--- src/sv/scpq_pkg.sv ---
`timescale 1ns / 1ps
// ----------------------------------------------------------------------------
// scpq_pkg
// Shared types, constants and index helpers for the sorted circular
// priority queue.
// ----------------------------------------------------------------------------
package scpq_pkg;

  localparam int DEPTH = 16;
  localparam int IDX_W = $clog2(DEPTH);
  localparam int CNT_W = $clog2(DEPTH + 1);
  localparam int KEY_W = 20;
  localparam int TAG_W = 16;
  localparam int CAP_W = 5;
  localparam int STATUS_W = 2;
  localparam int APB_AW = 2;
  localparam int APB_DW = 32;

  localparam logic [APB_AW-1:0] CAP_ADDR = '0;

  localparam logic KIND_INSERT = 1'b0;
  localparam logic KIND_REMOVE = 1'b1;

  localparam logic [STATUS_W-1:0] STATUS_OK    = 2'd0;
  localparam logic [STATUS_W-1:0] STATUS_FULL  = 2'd1;
  localparam logic [STATUS_W-1:0] STATUS_EMPTY = 2'd2;

  localparam logic [CAP_W-1:0] CAP_RESET = CAP_W'(DEPTH);

  typedef struct packed {
    logic             kind;
    logic [KEY_W-1:0] key;
    logic [TAG_W-1:0] tag;
  } in_item_t;

  typedef struct packed {
    logic [KEY_W-1:0]    out_key;
    logic [TAG_W-1:0]    out_tag;
    logic [STATUS_W-1:0] status;
    logic [CAP_W-1:0]    fill_level;
  } out_item_t;

  typedef enum logic [2:0] {
    S_IDLE,
    S_DISPATCH,
    S_INS_CHECK,
    S_INS_CMP,
    S_REM_OUT,
    S_DONE
  } ctl_state_t;

  // controller -> datapath
  typedef struct packed {
    logic                load_item;
    logic                wr_first;
    logic                ins_start;
    logic                rd_prev;
    logic                rd_head;
    logic                wr_new;
    logic                wr_shift;
    logic                res_clr;
    logic [STATUS_W-1:0] res_code;
    logic                rem_take;
    logic                out_load;
  } dp_cmd_t;

  // datapath -> controller
  typedef struct packed {
    logic kind;
    logic full;
    logic empty;
    logic at_head;
    logic new_lt_rd;
    logic out_free;
  } dp_status_t;

  typedef struct packed {
    logic             wr;
    logic [CAP_W-1:0] value;
  } cfg_wr_t;

  // capacity 0 behaves as 1, anything above DEPTH saturates
  function automatic logic [CNT_W-1:0] eff_cap(input logic [CAP_W-1:0] cap);
    logic [CNT_W-1:0] r;
    if (cap == '0) begin
      r = CNT_W'(1);
    end else if (CNT_W'(cap) > CNT_W'(DEPTH)) begin
      r = CNT_W'(DEPTH);
    end else begin
      r = CNT_W'(cap);
    end
    return r;
  endfunction

  function automatic logic [IDX_W-1:0] next_idx(input logic [IDX_W-1:0] i,
                                                input logic [CNT_W-1:0] cap);
    logic [CNT_W-1:0] n;
    n = CNT_W'(i) + CNT_W'(1);
    return (n >= cap) ? '0 : IDX_W'(n);
  endfunction

  function automatic logic [IDX_W-1:0] prev_idx(input logic [IDX_W-1:0] i,
                                                input logic [CNT_W-1:0] cap);
    logic [CNT_W-1:0] p;
    p = cap - CNT_W'(1);
    return (i == '0) ? IDX_W'(p) : i - IDX_W'(1);
  endfunction

endpackage

--- src/sv/scpq_ctrl.sv ---
`timescale 1ns / 1ps
// ----------------------------------------------------------------------------
// scpq_ctrl
// Sequencer for queue operations: dispatches an insert or remove, walks the
// insertion point toward the head, then hands the result to the output.
// ----------------------------------------------------------------------------
module scpq_ctrl (
  input  logic                 clk,
  input  logic                 rst,
  input  logic                 in_valid,
  output logic                 in_stall,
  input  scpq_pkg::dp_status_t sts,
  output scpq_pkg::dp_cmd_t    cmd
);

  scpq_pkg::ctl_state_t state, state_next;

  always_ff @(posedge clk) begin
    if (rst) begin
      state <= scpq_pkg::S_IDLE;
    end else begin
      state <= state_next;
    end
  end

  assign in_stall = (state != scpq_pkg::S_IDLE);

  always_comb begin
    state_next = state;
    cmd        = '0;
    unique case (state)
      scpq_pkg::S_IDLE: begin
        if (in_valid) begin
          cmd.load_item = 1'b1;
          state_next    = scpq_pkg::S_DISPATCH;
        end
      end
      scpq_pkg::S_DISPATCH: begin
        cmd.res_clr = 1'b1;
        if (sts.kind == scpq_pkg::KIND_INSERT) begin
          if (sts.full) begin
            cmd.res_code = scpq_pkg::STATUS_FULL;
            state_next   = scpq_pkg::S_DONE;
          end else if (sts.empty) begin
            cmd.res_code = scpq_pkg::STATUS_OK;
            cmd.wr_first = 1'b1;
            state_next   = scpq_pkg::S_DONE;
          end else begin
            cmd.res_code  = scpq_pkg::STATUS_OK;
            cmd.ins_start = 1'b1;
            state_next    = scpq_pkg::S_INS_CHECK;
          end
        end else begin
          if (sts.empty) begin
            cmd.res_code = scpq_pkg::STATUS_EMPTY;
            state_next   = scpq_pkg::S_DONE;
          end else begin
            cmd.res_code = scpq_pkg::STATUS_OK;
            cmd.rd_head  = 1'b1;
            state_next   = scpq_pkg::S_REM_OUT;
          end
        end
      end
      scpq_pkg::S_INS_CHECK: begin
        if (sts.at_head) begin
          cmd.wr_new = 1'b1;
          state_next = scpq_pkg::S_DONE;
        end else begin
          cmd.rd_prev = 1'b1;
          state_next  = scpq_pkg::S_INS_CMP;
        end
      end
      scpq_pkg::S_INS_CMP: begin
        if (sts.new_lt_rd) begin
          cmd.wr_shift = 1'b1;
          state_next   = scpq_pkg::S_INS_CHECK;
        end else begin
          cmd.wr_new = 1'b1;
          state_next = scpq_pkg::S_DONE;
        end
      end
      scpq_pkg::S_REM_OUT: begin
        cmd.rem_take = 1'b1;
        state_next   = scpq_pkg::S_DONE;
      end
      scpq_pkg::S_DONE: begin
        if (sts.out_free) begin
          cmd.out_load = 1'b1;
          state_next   = scpq_pkg::S_IDLE;
        end
      end
      default: begin
        state_next = scpq_pkg::S_IDLE;
      end
    endcase
  end

endmodule

--- src/sv/scpq_dp.sv ---
`timescale 1ns / 1ps
// ----------------------------------------------------------------------------
// scpq_dp
// Queue storage, head/tail pointers, fill count, capacity register and the
// output register.
// ----------------------------------------------------------------------------
module scpq_dp (
  input  logic                 clk,
  input  logic                 rst,
  input  scpq_pkg::in_item_t   in_data,
  input  scpq_pkg::cfg_wr_t    cfg,
  output logic [scpq_pkg::CAP_W-1:0] capacity,
  input  scpq_pkg::dp_cmd_t    cmd,
  output scpq_pkg::dp_status_t sts,
  output logic                 out_valid,
  input  logic                 out_stall,
  output scpq_pkg::out_item_t  out_data
);

  logic [scpq_pkg::KEY_W-1:0] key_mem [scpq_pkg::DEPTH];
  logic [scpq_pkg::TAG_W-1:0] tag_mem [scpq_pkg::DEPTH];

  logic [scpq_pkg::IDX_W-1:0] head_ptr;
  logic [scpq_pkg::IDX_W-1:0] tail_ptr;
  logic [scpq_pkg::IDX_W-1:0] cursor;
  logic [scpq_pkg::CNT_W-1:0] occupancy;
  logic [scpq_pkg::CNT_W-1:0] cap_eff;

  scpq_pkg::in_item_t item;
  logic [scpq_pkg::KEY_W-1:0] rd_key;
  logic [scpq_pkg::TAG_W-1:0] rd_tag;

  logic [scpq_pkg::KEY_W-1:0]    res_key;
  logic [scpq_pkg::TAG_W-1:0]    res_tag;
  logic [scpq_pkg::STATUS_W-1:0] res_status;

  logic                       mem_we;
  logic [scpq_pkg::IDX_W-1:0] mem_wa;
  logic [scpq_pkg::KEY_W-1:0] mem_wkey;
  logic [scpq_pkg::TAG_W-1:0] mem_wtag;
  logic [scpq_pkg::IDX_W-1:0] mem_ra;
  logic [scpq_pkg::IDX_W-1:0] cursor_prev;

  assign cap_eff     = scpq_pkg::eff_cap(capacity);
  assign cursor_prev = scpq_pkg::prev_idx(cursor, cap_eff);

  assign sts.kind      = item.kind;
  assign sts.full      = (occupancy >= cap_eff);
  assign sts.empty     = (occupancy == '0);
  assign sts.at_head   = (cursor == head_ptr);
  assign sts.new_lt_rd = (item.key < rd_key);
  assign sts.out_free  = !out_valid || !out_stall;

  // single write port: first entry, final placement, or one-step shift
  always_comb begin
    mem_we   = cmd.wr_first | cmd.wr_new | cmd.wr_shift;
    mem_wa   = cmd.wr_first ? '0 : cursor;
    mem_wkey = cmd.wr_shift ? rd_key : item.key;
    mem_wtag = cmd.wr_shift ? rd_tag : item.tag;
    mem_ra   = cmd.rd_head ? head_ptr : cursor_prev;
  end

  always_ff @(posedge clk) begin
    if (mem_we) begin
      key_mem[mem_wa] <= mem_wkey;
      tag_mem[mem_wa] <= mem_wtag;
    end
    if (cmd.rd_head || cmd.rd_prev) begin
      rd_key <= key_mem[mem_ra];
      rd_tag <= tag_mem[mem_ra];
    end
  end

  always_ff @(posedge clk) begin
    if (cmd.load_item) begin
      item <= in_data;
    end
    if (cmd.res_clr) begin
      res_key    <= '0;
      res_tag    <= '0;
      res_status <= cmd.res_code;
    end else if (cmd.rem_take) begin
      res_key <= rd_key;
      res_tag <= rd_tag;
    end
    if (cmd.out_load) begin
      out_data.out_key    <= res_key;
      out_data.out_tag    <= res_tag;
      out_data.status     <= res_status;
      out_data.fill_level <= scpq_pkg::CAP_W'(occupancy);
    end
  end

  always_ff @(posedge clk) begin
    if (rst) begin
      capacity  <= scpq_pkg::CAP_RESET;
      head_ptr  <= '0;
      tail_ptr  <= '0;
      cursor    <= '0;
      occupancy <= '0;
      out_valid <= 1'b0;
    end else begin
      if (cfg.wr) begin
        capacity  <= cfg.value;
        head_ptr  <= '0;
        tail_ptr  <= '0;
        occupancy <= '0;
      end
      if (cmd.wr_first) begin
        head_ptr  <= '0;
        tail_ptr  <= '0;
        occupancy <= scpq_pkg::CNT_W'(1);
      end
      if (cmd.ins_start) begin
        tail_ptr <= scpq_pkg::next_idx(tail_ptr, cap_eff);
        cursor   <= scpq_pkg::next_idx(tail_ptr, cap_eff);
      end
      if (cmd.wr_shift) begin
        cursor <= cursor_prev;
      end
      if (cmd.wr_new) begin
        occupancy <= occupancy + scpq_pkg::CNT_W'(1);
      end
      if (cmd.rem_take) begin
        occupancy <= occupancy - scpq_pkg::CNT_W'(1);
        if (occupancy == scpq_pkg::CNT_W'(1)) begin
          head_ptr <= '0;
          tail_ptr <= '0;
        end else begin
          head_ptr <= scpq_pkg::next_idx(head_ptr, cap_eff);
        end
      end
      if (cmd.out_load) begin
        out_valid <= 1'b1;
      end else if (!out_stall) begin
        out_valid <= 1'b0;
      end
    end
  end

  function automatic logic CNT_W_head_ok(input logic [scpq_pkg::IDX_W-1:0] p,
                                         input logic [scpq_pkg::CNT_W-1:0] c);
    return scpq_pkg::CNT_W'(p) < c;
  endfunction

  a_occ_bound: assert property (@(posedge clk) disable iff (rst)
    occupancy <= cap_eff)
    else $error("occupancy exceeds effective capacity");

  a_ptr_bound: assert property (@(posedge clk) disable iff (rst)
    (CNT_W_head_ok(head_ptr, cap_eff) && CNT_W_head_ok(tail_ptr, cap_eff)))
    else $error("pointer outside active range");

  a_empty_ptrs: assert property (@(posedge clk) disable iff (rst)
    (occupancy == '0) |-> (head_ptr == '0 && tail_ptr == '0))
    else $error("empty queue with nonzero pointers");

  a_no_overwrite: assert property (@(posedge clk) disable iff (rst)
    cmd.out_load |-> !(out_valid && out_stall))
    else $error("result loaded over a stalled transaction");

  a_shift_order: assert property (@(posedge clk) disable iff (rst)
    cmd.wr_shift |-> (item.key < rd_key))
    else $error("shift without strictly larger key");

endmodule

--- src/sv/sorted_circular_priority_queue.sv ---
`timescale 1ns / 1ps
// ----------------------------------------------------------------------------
// sorted_circular_priority_queue
// Bounded priority queue kept in ascending key order in a circular buffer.
// ----------------------------------------------------------------------------
// Usage:
//   in channel  (in_valid/in_stall/in_data): one operation per transaction,
//     kind 0 inserts {key, tag}, kind 1 removes the lowest-key entry. Equal
//     keys leave in arrival order.
//   out channel (out_valid/out_stall/out_data): exactly one result per
//     operation: removed key/tag (zero otherwise), status and fill level.
//   APB port: register 0 at address 0 is the capacity (1..16 in use, 0 acts
//     as 1, larger values as 16). Writing it empties the queue. Write only
//     while no operation is in flight.
// Sequencing: operations run one at a time. Rejected inserts, inserts into
//   an empty queue and removes from an empty queue go from dispatch straight
//   to the result step; a remove first does one registered memory read of the
//   head. Any other insert walks the insertion point toward the head past each
//   stored entry with a larger key, one entry per read/compare pair on the
//   storage with its single write port.
// Reset empties the queue and sets capacity to 16. A stalled result stays
//   in the output register; the next operation is accepted meanwhile and
//   waits in its final step until the output register frees up.
// ----------------------------------------------------------------------------
module sorted_circular_priority_queue (
  input  logic                              clk,
  input  logic                              rst,
  input  logic                              in_valid,
  output logic                              in_stall,
  input  scpq_pkg::in_item_t                in_data,
  output logic                              out_valid,
  input  logic                              out_stall,
  output scpq_pkg::out_item_t               out_data,
  input  logic                              psel,
  input  logic                              penable,
  input  logic                              pwrite,
  input  logic [scpq_pkg::APB_AW-1:0]       paddr,
  input  logic [scpq_pkg::APB_DW-1:0]       pwdata,
  output logic [scpq_pkg::APB_DW-1:0]       prdata,
  output logic                              pready
);

  scpq_pkg::dp_cmd_t    cmd;
  scpq_pkg::dp_status_t sts;
  scpq_pkg::cfg_wr_t    cfg;
  logic [scpq_pkg::CAP_W-1:0] capacity;

  assign pready    = 1'b1;
  assign cfg.wr    = psel && penable && pwrite && (paddr == scpq_pkg::CAP_ADDR);
  assign cfg.value = pwdata[scpq_pkg::CAP_W-1:0];
  assign prdata    = (paddr == scpq_pkg::CAP_ADDR) ?
                     scpq_pkg::APB_DW'(capacity) : '0;

  scpq_ctrl u_ctrl (
    .clk      (clk),
    .rst      (rst),
    .in_valid (in_valid),
    .in_stall (in_stall),
    .sts      (sts),
    .cmd      (cmd)
  );

  scpq_dp u_dp (
    .clk       (clk),
    .rst       (rst),
    .in_data   (in_data),
    .cfg       (cfg),
    .capacity  (capacity),
    .cmd       (cmd),
    .sts       (sts),
    .out_valid (out_valid),
    .out_stall (out_stall),
    .out_data  (out_data)
  );

endmodule

--- config.mk ---
export PLATFORM = sky130hd
export DESIGN_NAME = sorted_circular_priority_queue
export DESIGN_NICKNAME = d
export VERILOG_FILES = /design/src/sv/scpq_pkg.sv /design/src/sv/scpq_ctrl.sv /design/src/sv/scpq_dp.sv /design/src/sv/sorted_circular_priority_queue.sv
export SDC_FILE = /design/constraint.sdc
export NUM_CORES = 1
export LEC_CHECK = 0
export BUFFER_PORTS_ARGS = -buffer_cell sky130_fd_sc_hd__buf_2
export CORE_MARGIN = 2
export CORE_UTILIZATION = 45
export CTS_CLUSTER_SIZE = 40
export DETAILED_ROUTE_END_ITERATION = 10
export MAX_ROUTING_LAYER = met4
export PLACE_DENSITY = 0.71
export SLEW_MARGIN = 10
export SYNTH_ARGS = -nofsm -noshare
export SYNTH_HDL_FRONTEND = slang
export SYNTH_HIERARCHICAL = 1
export SYNTH_SLANG_ARGS = --single-unit
--- constraint.sdc ---
create_clock -name clk -period 12.5 [get_ports clk]
set_clock_uncertainty 0.2 [all_clocks]
set_input_delay 0.625 -clock clk [delete_from_list [all_inputs] [get_ports clk]]
set_output_delay 0.625 -clock clk [all_outputs]
set_load 0.01 [all_outputs]
==> out/summary.txt, run 1 <==
Wire per inst: 21.9 um
CTS Root Cell: clkbuf_16
Final #Nets: 2150
Largest net degree at the start of global routing: 186
Worst reg2reg path depth: 15
1st-pass router iterations: 5
Clk sinks: 756
Post-synth top flop: edfxtp_1
Hold path start: pwdata[4]
CP Launch Type: register
Syn-to-layout area delta: 14.2%
H-Tree Depth: 3
FMAX: 0.164 GHz
Critical Path AT: 6.16 ns
Fill cell count: 5304
Relative slew slack: 21.6%
Slowest cell on the critical path: a2111oi_0
Gr ovfl total: 0
CTS tree: done
Starting density of the core: 45.6%
Initial antenna violation count: 0
Mapped Cells: 1882
Fin crit period: 6.10 ns
DR DRC count: 0
Slew Viols, Final: 0
Pwr dens: 219 mW/mm^2
Multiplexer share of the synthesized area: 14.7%
Ant diodes: 0
Clock buffer depth: 3
Final worst slack: 6.40 ns
Post-placement cell count: 2786
Seq cells post-synth: 756
Vias per cell: 5.51
Rows: 95
Mapped cell area: 0.0307 sq mm
Die W: 265 um
Remaining antenna violation count: 0
Final TNS setup: 0 ns
XOR/XNOR share of the synthesized area: 0.285%
WP buf/inv: 3
GRT Util Overall: 19.0%
Cell breakdown of the critical path: inv_1 -> ha_1 -> nand2_1 -> a21oi_1 -> a2111oi_0 -> o311a_1 -> o211ai_1 -> a211oi_1 -> and3_2 -> buf_4 -> nor2_1 -> nor2_1 -> nand3_1 -> nor2_4 -> buf_4
Crit share post-route: 48.8%
Vias in the first global route: 16068
RSZ-0062 raised after global routing: false
Hold endpoint: u_dp/capacity[4]
CP max stage delay: 0.81 ns
Reg-to-Reg End: u_dp/tag_mem[7][5]
Adder-Cell Fraction of Synth Area: 1.67%
DP Worst Slack: 6.37 ns
Crit path max-delay family: compound AO/OA/AOI/OAI gates
Clk_lat worst skew: 0.63 ns
Worst vdd ir: 0.219 mV
P_leak: 13.1 nW
Cell taking the most area after synthesis: edfxtp_1
Crit. End Element: register
Number of setup violations in the final report: 0
Cell Count, Final, Fillers Out: 2968
Via count: 16359
I/O Buffers: 100
Largest family of logic cells by synthesized area: multiplexers
Synth unique cells: 65
Resized Gates After CTS: 0
CTS clk-pin slew, worst paths: 0.06 ns
Hpwl dp: 33.2 mm
Synth async-reset ratio: 0%
Required @ worst endpoint: 12.55 ns
Post-synth EDFFs: 694
CORE AREA: 0.0674 sq mm
Setup Buffers After CTS: 0
First-pass GRT wire length: 97.3 mm
Syn avg cell area: 16.3 sq um
Initial DRC Count: 1578
Top post-synthesis cells by area: edfxtp_1, mux2i_1, dfxtp_1
Ports: 156
Hold Crit Class: in2reg
Die Y: 265 um
Routed WL: 64.9 mm
Synth Area in Simple Gates: 4.15%
Crit path max fanout: 46
Layout cells sized above 1: 18.9%
CTS buffer count: 79
Max-cap check violation count: 0
RePlAce Congestion: 0.804
Hold buffers post-CTS: 37
PnR Total Power: 7.68 mW
Count of warnings emitted by yosys: 6
Synth top area share: 67.9%
Final hold violations: 0
Sequential fraction of the synthesis area: 71.9%
Worst Hold Depth: 3
Worst Tran Pin Value: 1.18 ns
Reg-to-Reg Start: u_dp/rd_key[2]
WS Path Type: reg2reg
Synth Area in Compound Gates: 4.71%
Full die area: 0.0704 sq mm
R2R Setup Slk: 6.40 ns
Status: completed
Post-layout util: 52.0%
## where the power goes
group	leakage, nW	internal [mW]	switching [mW]	total (mW)
logic	5.06	0.839	1.29	2.13
clock network	1.25	1.35	0.944	2.29
registers	6.78	3.15	0.108	3.25
## cell usage after synthesis (4+ instances only)
cell,instances
a21oi_1,86
nand2_1,21
mux2i_1,329
nand2b_1,11
mux2_2,108
edfxtp_1,694
and2_2,5
clkbuf_1,40
inv_1,32
dfxtp_1,62
a211oi_1,7
buf_4,30
nor2b_1,12
a221oi_1,7
buf_6,4
a21o_1,9
o211ai_1,4
nand3_1,7
a22oi_1,37
xnor2_1,5
nor2_1,147
ha_1,41
or3_1,4
buf_2,48
nor4_1,5
nand3b_1,4
and3_1,7
xor2_1,5
o221ai_1,36
nor3_1,10
o21ai_0,15
## metal layers
layer,vias up,track usage (%),share of wire [%]
li1,7518,-,-
met1,8197,25.7,44
met2,554,30.1,48
met3,90,2.85,6.4
met4,0,5.28,1.8
met5,-,-,0
## per-stage QoR
stage / area [sq um] / hold slack, ns
after global routing: 35100 / 0.0559
after global placement: 32100 / 0.207
after detailed placement: 32100 / 0.212
after CTS: 35100 / 0.0112
after floorplan: 30800 / 0.200
final: 35100 / 0.0417
## layout by cell type (no fill, tap or decap), types with 36 or more instances in the layout
cell           count
buf_2            100
mux2i_1          328
a22oi_1           37
dlygate4sd3_1     37
ha_1              41
mux2_2           108
dfxtp_1           62
o221ai_1          36
edfxtp_1         694
clkbuf_16         79
nor2_1           131
a21oi_1           86
## area by class of cell
class	instances	area (sq um)	area share, %
well taps	873	1090	3.11
inverters	32	120	0.342
repair buffers	167	1120	3.20
multi-input cells	995	8100	23.1
clock buffers	100	2120	6.03
flip-flops and latches	756	22100	63.0
clock inverters	45	442	1.26
## registers in the layout (all words and copies together) (netlist names), 2 cells and up
name             count
u_dp/key_mem       320
u_dp/tag_mem       256
u_dp/out_data       43
u_dp/item           36
u_dp/rd_key         20
u_dp/res_key        20
u_dp/rd_tag         16
u_dp/res_tag        16
u_dp/capacity        5
u_dp/occupancy       5
u_dp/cursor          4
u_dp/head_ptr        4
u_dp/tail_ptr        4
u_ctrl/state         3
u_dp/res_status      2
## kinds of logic after synthesis
family | Yosys count
buffers and inverters | 157
multiplexers | 437
AND/OR/NAND/NOR | 262
XOR/XNOR | 10
adder cells (fa/ha/maj) | 41
other | 2
flip-flops | 756
AO/OA/AOI/OAI | 217
## worst min-delay path: cells and delay by family
| family | cells | cell delay (ns) |
|---|---|---|
| buffers and inverters | 1 | 0.08 |
| AO/OA/AOI/OAI | 1 | 0.07 |
| AND/OR/NAND/NOR | 1 | 0.05 |
## how the worst max path moves through the flow
stage | cells after the start | to | slack [ns] | start
finish | 15 | u_dp/tag_mem[7][5] | 6.40 | u_dp/rd_key[2]
global route | 15 | u_dp/tag_mem[7][4] | 6.03 | u_dp/rd_key[2]
CTS | 15 | u_dp/tag_mem[5][5] | 6.34 | u_dp/rd_key[2]
detailed placement | 15 | u_dp/tag_mem[5][11] | 6.37 | u_dp/rd_key[2]
global placement | 15 | u_dp/tag_mem[7][11] | 6.49 | u_dp/rd_key[2]
floorplan | 11 | u_dp/key_mem[4][0] | 6.06 | u_dp/item[18]
No activity file was read; power rests on OpenSTA's default activity.
==> run 2: changes to the inputs <==
ABC_AREA = 1   (was default)
PLACE_DENSITY = 0.73   (was 0.71)
clock period = 4.9 ns   (was 12.5 ns; I/O delays follow)
==> run 2 against run 1 <==
  * Global-route usage increased by 3.4 points
  * Flip-flop and latch count unchanged
  * Combinational power increased to 2.9 times the previous value
  * Largest power group unchanged
==> out/summary.txt, run 2 <==
Post-synth top flop: edfxtp_1 (unchanged)
Initial DRC Count: 2518 (was 1578)
Largest Register: u_dp/key_mem (unchanged)
Crit path max fanout: 36 (was 46)
Sw frac: 35.3% (was 30.5%)
Commonest non-fill, non-tap cell in the layout: nand3_1 (was edfxtp_1)
Die Y: 277 um (was 265 um)
CTS clk-pin slew, worst paths: 0.06 ns (about the same)
Hold Crit Class: in2reg (unchanged)
Initial antenna violation count: 0 (unchanged)
Crit. End Element: register (unchanged)
Number of flip-flops under the largest register name: 320 (unchanged)
Largest net degree at the start of global routing: 171 (was 186)
Number of setup violations in the final report: 0 (unchanged)
Seq cells post-synth: 756 (unchanged)
Fill cell count: 6207 (was 5304)
Hpwl dp: 43.8 mm (was 33.2 mm)
Status: completed (unchanged)
RSZ-0062 raised after global routing: false (unchanged)
1st-pass router iterations: 6 (was 5)
Routed WL: 84.3 mm (was 64.9 mm)
Slew Viols, Final: 0 (unchanged)
Cell taking the most area after synthesis: edfxtp_1 (unchanged)
Synth async-reset ratio: 0% (unchanged)
FMAX: 0.228 GHz (was 0.164 GHz)
M1 WL: 32.4 mm (was 28.5 mm)
Clock buffer depth: 3 (unchanged)
Placed Area: 0.0351 sq mm (was 0.0321 sq mm)
PnR Total Power: 20.0 mW (was 7.68 mW)
Critical Path AT: 4.43 ns (was 6.16 ns)
Cell breakdown of the critical path: inv_1 -> nand3_1 -> nand2_1 -> ha_1 -> inv_1 -> nand2_1 -> a21oi_1 -> o21bai_1 -> a21oi_1 -> o21bai_1 -> nor3_1 -> inv_1 -> nand2_1 -> o21ai_0 -> nor2_4 -> buf_4 (was inv_1 -> ha_1 -> nand2_1 -> a21oi_1 -> a2111oi_0 -> o311a_1 -> o211ai_1 -> a211oi_1 -> and3_2 -> buf_4 -> nor2_1 -> nor2_1 -> nand3_1 -> nor2_4 -> buf_4)
Worst-case hold slack: 0.130 ns (was 0.0417 ns)
Most frequent cells in the layout: nand3_1, edfxtp_1, inv_1 (was edfxtp_1, mux2i_1, nor2_1)
Vias in the first global route: 22475 (was 16068)
Synth unique cells: 44 (was 65)
Required @ worst endpoint: 4.95 ns (was 12.55 ns)
Sequential share of power: 40.6% (was 42.4%)
Cell Count, Final, Fillers Out: 4329 (was 2968)
RePlAce Congestion: 0.855 (was 0.804)
WP buf/inv: 4 (was 3)
DR DRC count: 0 (unchanged)
WS Path Type: reg2reg (unchanged)
Highest Signal Layer: met4 (unchanged)
Mapped Cells: 3166 (was 1882)
H-Tree Depth: 3 (unchanged)
Count of warnings emitted by yosys: 6 (unchanged)
Relative slew slack: 29.2% (was 21.6%)
Full die area: 0.0765 sq mm (was 0.0704 sq mm)
Net Sw Power: 7.07 mW (was 2.34 mW)
Fin crit period: 4.38 ns (was 6.10 ns)
Clock share of power: 28.6% (was 29.9%)
P_leak: 15.8 nW (was 13.1 nW)
Met2 WL: 41.5 mm (was 31.0 mm)
Worst vdd ir: 0.428 mV (was 0.219 mV)
Gr ovfl total: 0 (unchanged)
Layout cells sized above 1: 10.3% (was 18.9%)
Post-synth top cells: nand3_1, edfxtp_1, inv_1 (was edfxtp_1, mux2i_1, nor2_1)
Synth top area share: 62.3% (was 67.9%)
CORE AREA: 0.0733 sq mm (was 0.0674 sq mm)
First-pass GRT wire length: 129 mm (was 97.3 mm)
CTS Root Cell: clkbuf_16 (unchanged)
Post-layout util: 52.0% (about the same)
Final TNS setup: 0 ns (unchanged)
Die W: 277 um (was 265 um)
Starting density of the core: 45.6% (about the same)
Met3 routed WL: 7.63 mm (was 4.19 mm)
Clk sinks: 756 (unchanged)
Clk_lat worst skew: 0.62 ns (was 0.63 ns)
CP max stage delay: 0.63 ns (was 0.81 ns)
Slowest cell on the critical path: nor3_1 (was a2111oi_0)
Ports: 156 (unchanged)
CTS buffer count: 75 (was 79)
Internal Power: 13.0 mW (was 5.33 mW)
Crit path max-delay family: simple AND/OR/NAND/NOR gates (was compound AO/OA/AOI/OAI gates)
Crit share post-route: 89.4% (was 48.8%)
Vias per cell: 5.36 (was 5.51)
Post-placement cell count: 4136 (was 2786)
Biggest regs: u_dp/key_mem (320), u_dp/tag_mem (256), u_dp/out_data (43) (unchanged)
Mapped cell area: 0.0335 sq mm (was 0.0307 sq mm)
Syn avg cell area: 10.6 sq um (was 16.3 sq um)
Pwr dens: 526 mW/mm^2 (was 219 mW/mm^2)
Syn-to-layout area delta: 14.0% (was 14.2%)
GRT Util Overall: 22.3% (was 19.0%)
Top post-synthesis cells by area: edfxtp_1, nand3_1, inv_1 (was edfxtp_1, mux2i_1, dfxtp_1)
CTS tree: done (unchanged)
Design Area, Final: 0.0381 sq mm (was 0.0351 sq mm)
Remaining antenna violation count: 0 (unchanged)
Final #Nets: 3427 (was 2150)
Rows: 99 (was 95)
Power share of the combinational group: 30.8% (was 27.7%)
CP Launch Type: register (unchanged)
I/O Buffers: 100 (unchanged)
Max-cap check violation count: 0 (unchanged)
Via count: 23216 (was 16359)
Worst Tran Pin Value: 1.05 ns (was 1.18 ns)
Wire per inst: 19.5 um (was 21.9 um)
Final worst slack: 0.517 ns (was 6.40 ns)
DP Worst Slack: 0.649 ns (was 6.37 ns)
Most common cell in the netlist: nand3_1 (was edfxtp_1)
Sequential fraction of the synthesis area: 66.0% (was 71.9%)
Post-synth EDFFs: 694 (unchanged)
Final hold violations: 0 (unchanged)
Setup Buffers After CTS: 0 (unchanged)
Ant diodes: 0 (unchanged)
## run 2: logic make-up (layout without fill, tap and decap cells)
| group | count (synthesis) | after routing | share of synthesized area (%) |
|---|---|---|---|
| flip-flops | 756 | 756 | 66.0 |
| XOR/XNOR | 8 | 8 | 0.209 |
| other | 2 | 28 | 0.0224 |
| adder cells (fa/ha/maj) | 41 | 41 | 1.53 |
| buffers and inverters | 786 | 964 | 9.94 |
| AND/OR/NAND/NOR | 1438 | 1438 | 19.9 |
| AO/OA/AOI/OAI | 135 | 135 | 2.40 |
## run 2: power by group through the flow
| stage | clock network, mW | registers [mW] | logic [mW] |
|---|---|---|---|
| final | 5.73 | 8.14 | 6.17 |
| after CTS | 5.80 | 8.13 | 6.09 |
| after floorplan | 0 | 8.20 | 4.28 |
| after detailed placement | 0 | 8.27 | 6.01 |
| after global placement | 0 | 8.26 | 5.88 |
| after global routing | 6.07 | 8.17 | 6.73 |
## run 2: final cells by class
cell class / count / area (sq um) / area share, %
Clock inverter: 50 / 468 / 1.23
Multi-Input combinational cell: 1650 / 8330 / 21.8
Timing Repair Buffer: 231 / 1840 / 4.84
Clock buffer: 89 / 1980 / 5.19
Inverter: 594 / 2230 / 5.85
Tap cell: 959 / 1200 / 3.15
Sequential cell: 756 / 22100 / 57.9
## run 2: per-layer routing
| metal | vias up | GRT usage [%] |
|---|---|---|
| li1 | 10796 | - |
| met3 | 211 | 3.05 |
| met1 | 11042 | 27.3 |
| met4 | 0 | 8.61 |
| met5 | - | - |
| met2 | 1167 | 37.7 |
## run 2: final timing paths
path                      startpoint            endpoint  slack (ns)  cells past startpoint
hold reg to reg   u_dp/res_status[1]    u_dp/out_data[6]        0.22                      0
setup reg to reg    u_dp/capacity[4]  u_dp/key_mem[0][7]        0.52                     16
setup / recovery    u_dp/capacity[4]  u_dp/key_mem[0][7]        0.52                     16
hold / removal            in_data[3]        u_dp/item[3]        0.13                      2
## run 2: timing repair
action                                 CTS  global route
hold buffers                            54             0
resized for setup                        0             0
endpoints found under the hold margin   85             0
## run 2: worst reg2reg max path: cells and delay by family (launching register included)
family	cells	cell delay (ns)
adders and majority gates	1	0.29
and+or+nand+nor	6	1.29
AOI/OAI and AO/OA	5	0.82
buffers and inverters	4	1.03
DFF	1	0.36
==> run 3: changes to the inputs <==
MAX_ROUTING_LAYER = default   (was met4)
==> run 3 against run 2 <==
  * Combinational power hardly changed
  * Sequential power is essentially flat
  * Via count is 0.12% higher
  * Highest routed layer unchanged
==> out/summary.txt, run 3 (same netlist as run 2, synthesis figures left out) <==
Remaining antenna violation count: 0 (unchanged)
WS Path Type: reg2reg (unchanged)
Final #Nets: 3427 (unchanged)
Ant diodes: 0 (unchanged)
DR DRC count: 0 (unchanged)
Required @ worst endpoint: 4.95 ns (about the same)
CP Launch Type: register (unchanged)
Hpwl dp: 43.8 mm (unchanged)
Clk sinks: 756 (unchanged)
Ports: 156 (unchanged)
Pwr dens: 525 mW/mm^2 (was 526 mW/mm^2)
Number of setup violations in the final report: 0 (unchanged)
Slowest cell on the critical path: nor3_1 (unchanged)
Max-cap check violation count: 0 (unchanged)
Cell breakdown of the critical path: inv_1 -> nand3_1 -> nand2_1 -> ha_1 -> inv_1 -> nand2_1 -> a21oi_1 -> o21bai_1 -> a21oi_1 -> o21bai_1 -> nor3_1 -> inv_1 -> nand2_1 -> o21ai_0 -> nor2_4 -> buf_4 (unchanged)
Clock share of power: 28.6% (about the same)
CTS Root Cell: clkbuf_16 (unchanged)
Clock buffer depth: 3 (unchanged)
Vias per cell: 5.37 (was 5.36)
CP max stage delay: 0.60 ns (was 0.63 ns)
P_leak: 15.8 nW (unchanged)
Worst reg2reg path depth: 16 (unchanged)
CORE AREA: 0.0733 sq mm (unchanged)
Cell Count, Final, Fillers Out: 4329 (unchanged)
CTS buffer count: 75 (unchanged)
Layout cells sized above 1: 10.3% (unchanged)
Most frequent cells in the layout: nand3_1, edfxtp_1, inv_1 (unchanged)
Initial antenna violation count: 0 (unchanged)
DP Worst Slack: 0.649 ns (unchanged)
Die W: 277 um (unchanged)
Post-placement cell count: 4136 (unchanged)
RSZ-0062 raised after global routing: false (unchanged)
Final hold violations: 0 (unchanged)
CTS clk-pin slew, worst paths: 0.06 ns (about the same)
Crit path max fanout: 36 (unchanged)
Power share of the combinational group: 30.8% (about the same)
Crit path max-delay family: simple AND/OR/NAND/NOR gates (unchanged)
Biggest regs: u_dp/key_mem (320), u_dp/tag_mem (256), u_dp/out_data (43) (unchanged)
Final TNS setup: 0 ns (unchanged)
Initial DRC Count: 2496 (was 2518)
Rows: 99 (unchanged)
1st-pass router iterations: 5 (was 6)
Relative slew slack: 30.3% (was 29.2%)
Multi-input gate area: 0.00833 sq mm (unchanged)
GRT Util Overall: 21.7% (was 22.3%)
Crit share post-route: 88.9% (was 89.4%)
Resized Gates After CTS: 0 (unchanged)
FF+latch area: 0.0221 sq mm (unchanged)
Critical Path AT: 4.40 ns (was 4.43 ns)
FMAX: 0.230 GHz (was 0.228 GHz)
H-Tree Depth: 3 (unchanged)
Die Y: 277 um (unchanged)
Largest Register: u_dp/key_mem (unchanged)
Worst Tran Pin Value: 1.03 ns (was 1.05 ns)
Fill cell count: 6207 (unchanged)
Starting density of the core: 45.6% (unchanged)
Gr ovfl total: 0 (unchanged)
Wire per inst: 19.5 um (about the same)
Fin crit period: 4.35 ns (was 4.38 ns)
Hold Crit Class: in2reg (unchanged)
WP buf/inv: 4 (unchanged)
Final worst slack: 0.546 ns (was 0.517 ns)
Slew Viols, Final: 0 (unchanged)
Via count: 23243 (was 23216)
Routed WL: 84.3 mm (about the same)
Sequential share of power: 40.6% (about the same)
Syn-to-layout area delta: 14.0% (unchanged)
CTS tree: done (unchanged)
Critical Path Stages: 16 (unchanged)
Clk_lat worst skew: 0.62 ns (about the same)
I/O Buffers: 100 (unchanged)
Worst Hold Depth: 2 (unchanged)
RePlAce Congestion: 0.841 (was 0.855)
First-pass GRT wire length: 129 mm (about the same)
Worst vdd ir: 0.428 mV (about the same)
Net Sw Power: 7.06 mW (was 7.07 mW)
Number of flip-flops under the largest register name: 320 (unchanged)
Vias in the first global route: 22485 (was 22475)
Sw frac: 35.3% (about the same)
Full die area: 0.0765 sq mm (unchanged)
Status: completed (unchanged)
Largest net degree at the start of global routing: 171 (unchanged)
Commonest non-fill, non-tap cell in the layout: nand3_1 (unchanged)
Crit. End Element: register (unchanged)
Internal Power: 13.0 mW (about the same)
run 3: cell counts in the layout (fill, tap and decap cells not counted):
No cell type changed its count.
run 3: final cells by class:
| cell class | instances | share of cell area, % |
|---|---|---|
| Clock buffer | 89 | 5.19 |
| Tap cell | 959 | 3.15 |
| Clock inverter | 50 | 1.23 |
| Sequential cell | 756 | 57.9 |
| Timing Repair Buffer | 231 | 4.84 |
| Inverter | 594 | 5.85 |
| Multi-Input combinational cell | 1650 | 21.8 |
run 3: power by group through the flow:
stage          logic [mW]  clock network, mW  registers, mW
2_1_floorplan        4.28                  0           8.20
3_3_place_gp         5.88                  0           8.26
3_5_place_dp         6.01                  0           8.27
4_1_cts              6.09               5.80           8.13
5_1_grt              6.73               6.07           8.17
6_report             6.17               5.73           8.14
run 3: worst register-to-register path, delay by kind of cell (launching register included):
family | cells | cell delay, ns
AOI/OAI and AO/OA | 5 | 0.81
adders and majority gates | 1 | 0.29
DFF | 1 | 0.36
buffers and inverters | 4 | 1.04
and+or+nand+nor | 6 | 1.24
run 3: through the flow:
stage	total power [mW]	utilization, %	hold slack (ns)	area (sq um)
2_1_floorplan	12.5	-	0.107	33600
3_3_place_gp	14.1	47.9	0.206	35100
3_5_place_dp	14.3	47.9	0.206	35100
4_1_cts	20.0	52.0	0.103	38100
5_1_grt	21.0	52.0	0.140	38100
6_report	20.0	52.0	0.132	38100
run 3: final timing paths:
path | from | to | slack, ns
min | in_data[3] | u_dp/item[3] | 0.13
max reg2reg | u_dp/capacity[4] | u_dp/key_mem[0][7] | 0.55
min reg2reg | u_dp/res_status[1] | u_dp/out_data[6] | 0.22
max | u_dp/capacity[4] | u_dp/key_mem[0][7] | 0.55
run 3: what timing repair did:
action / 4_1_cts / 5_1_grt
hold buffers: 54 / 0
buffers inserted: 0 / 0
endpoints found under the hold margin: 85 / 0
run 3: per-layer routing:
layer / up-vias / share of wire, % / track usage, % / routed length (um)
met4: 0 / 3.2 / 8.64 / 2720
met5: - / 0 / 0 / 0
met2: 1135 / 50 / 37.7 / 41700
met1: 11121 / 39 / 27.4 / 32700
li1: 10791 / - / - / -
met3: 196 / 8.5 / 3.02 / 7130
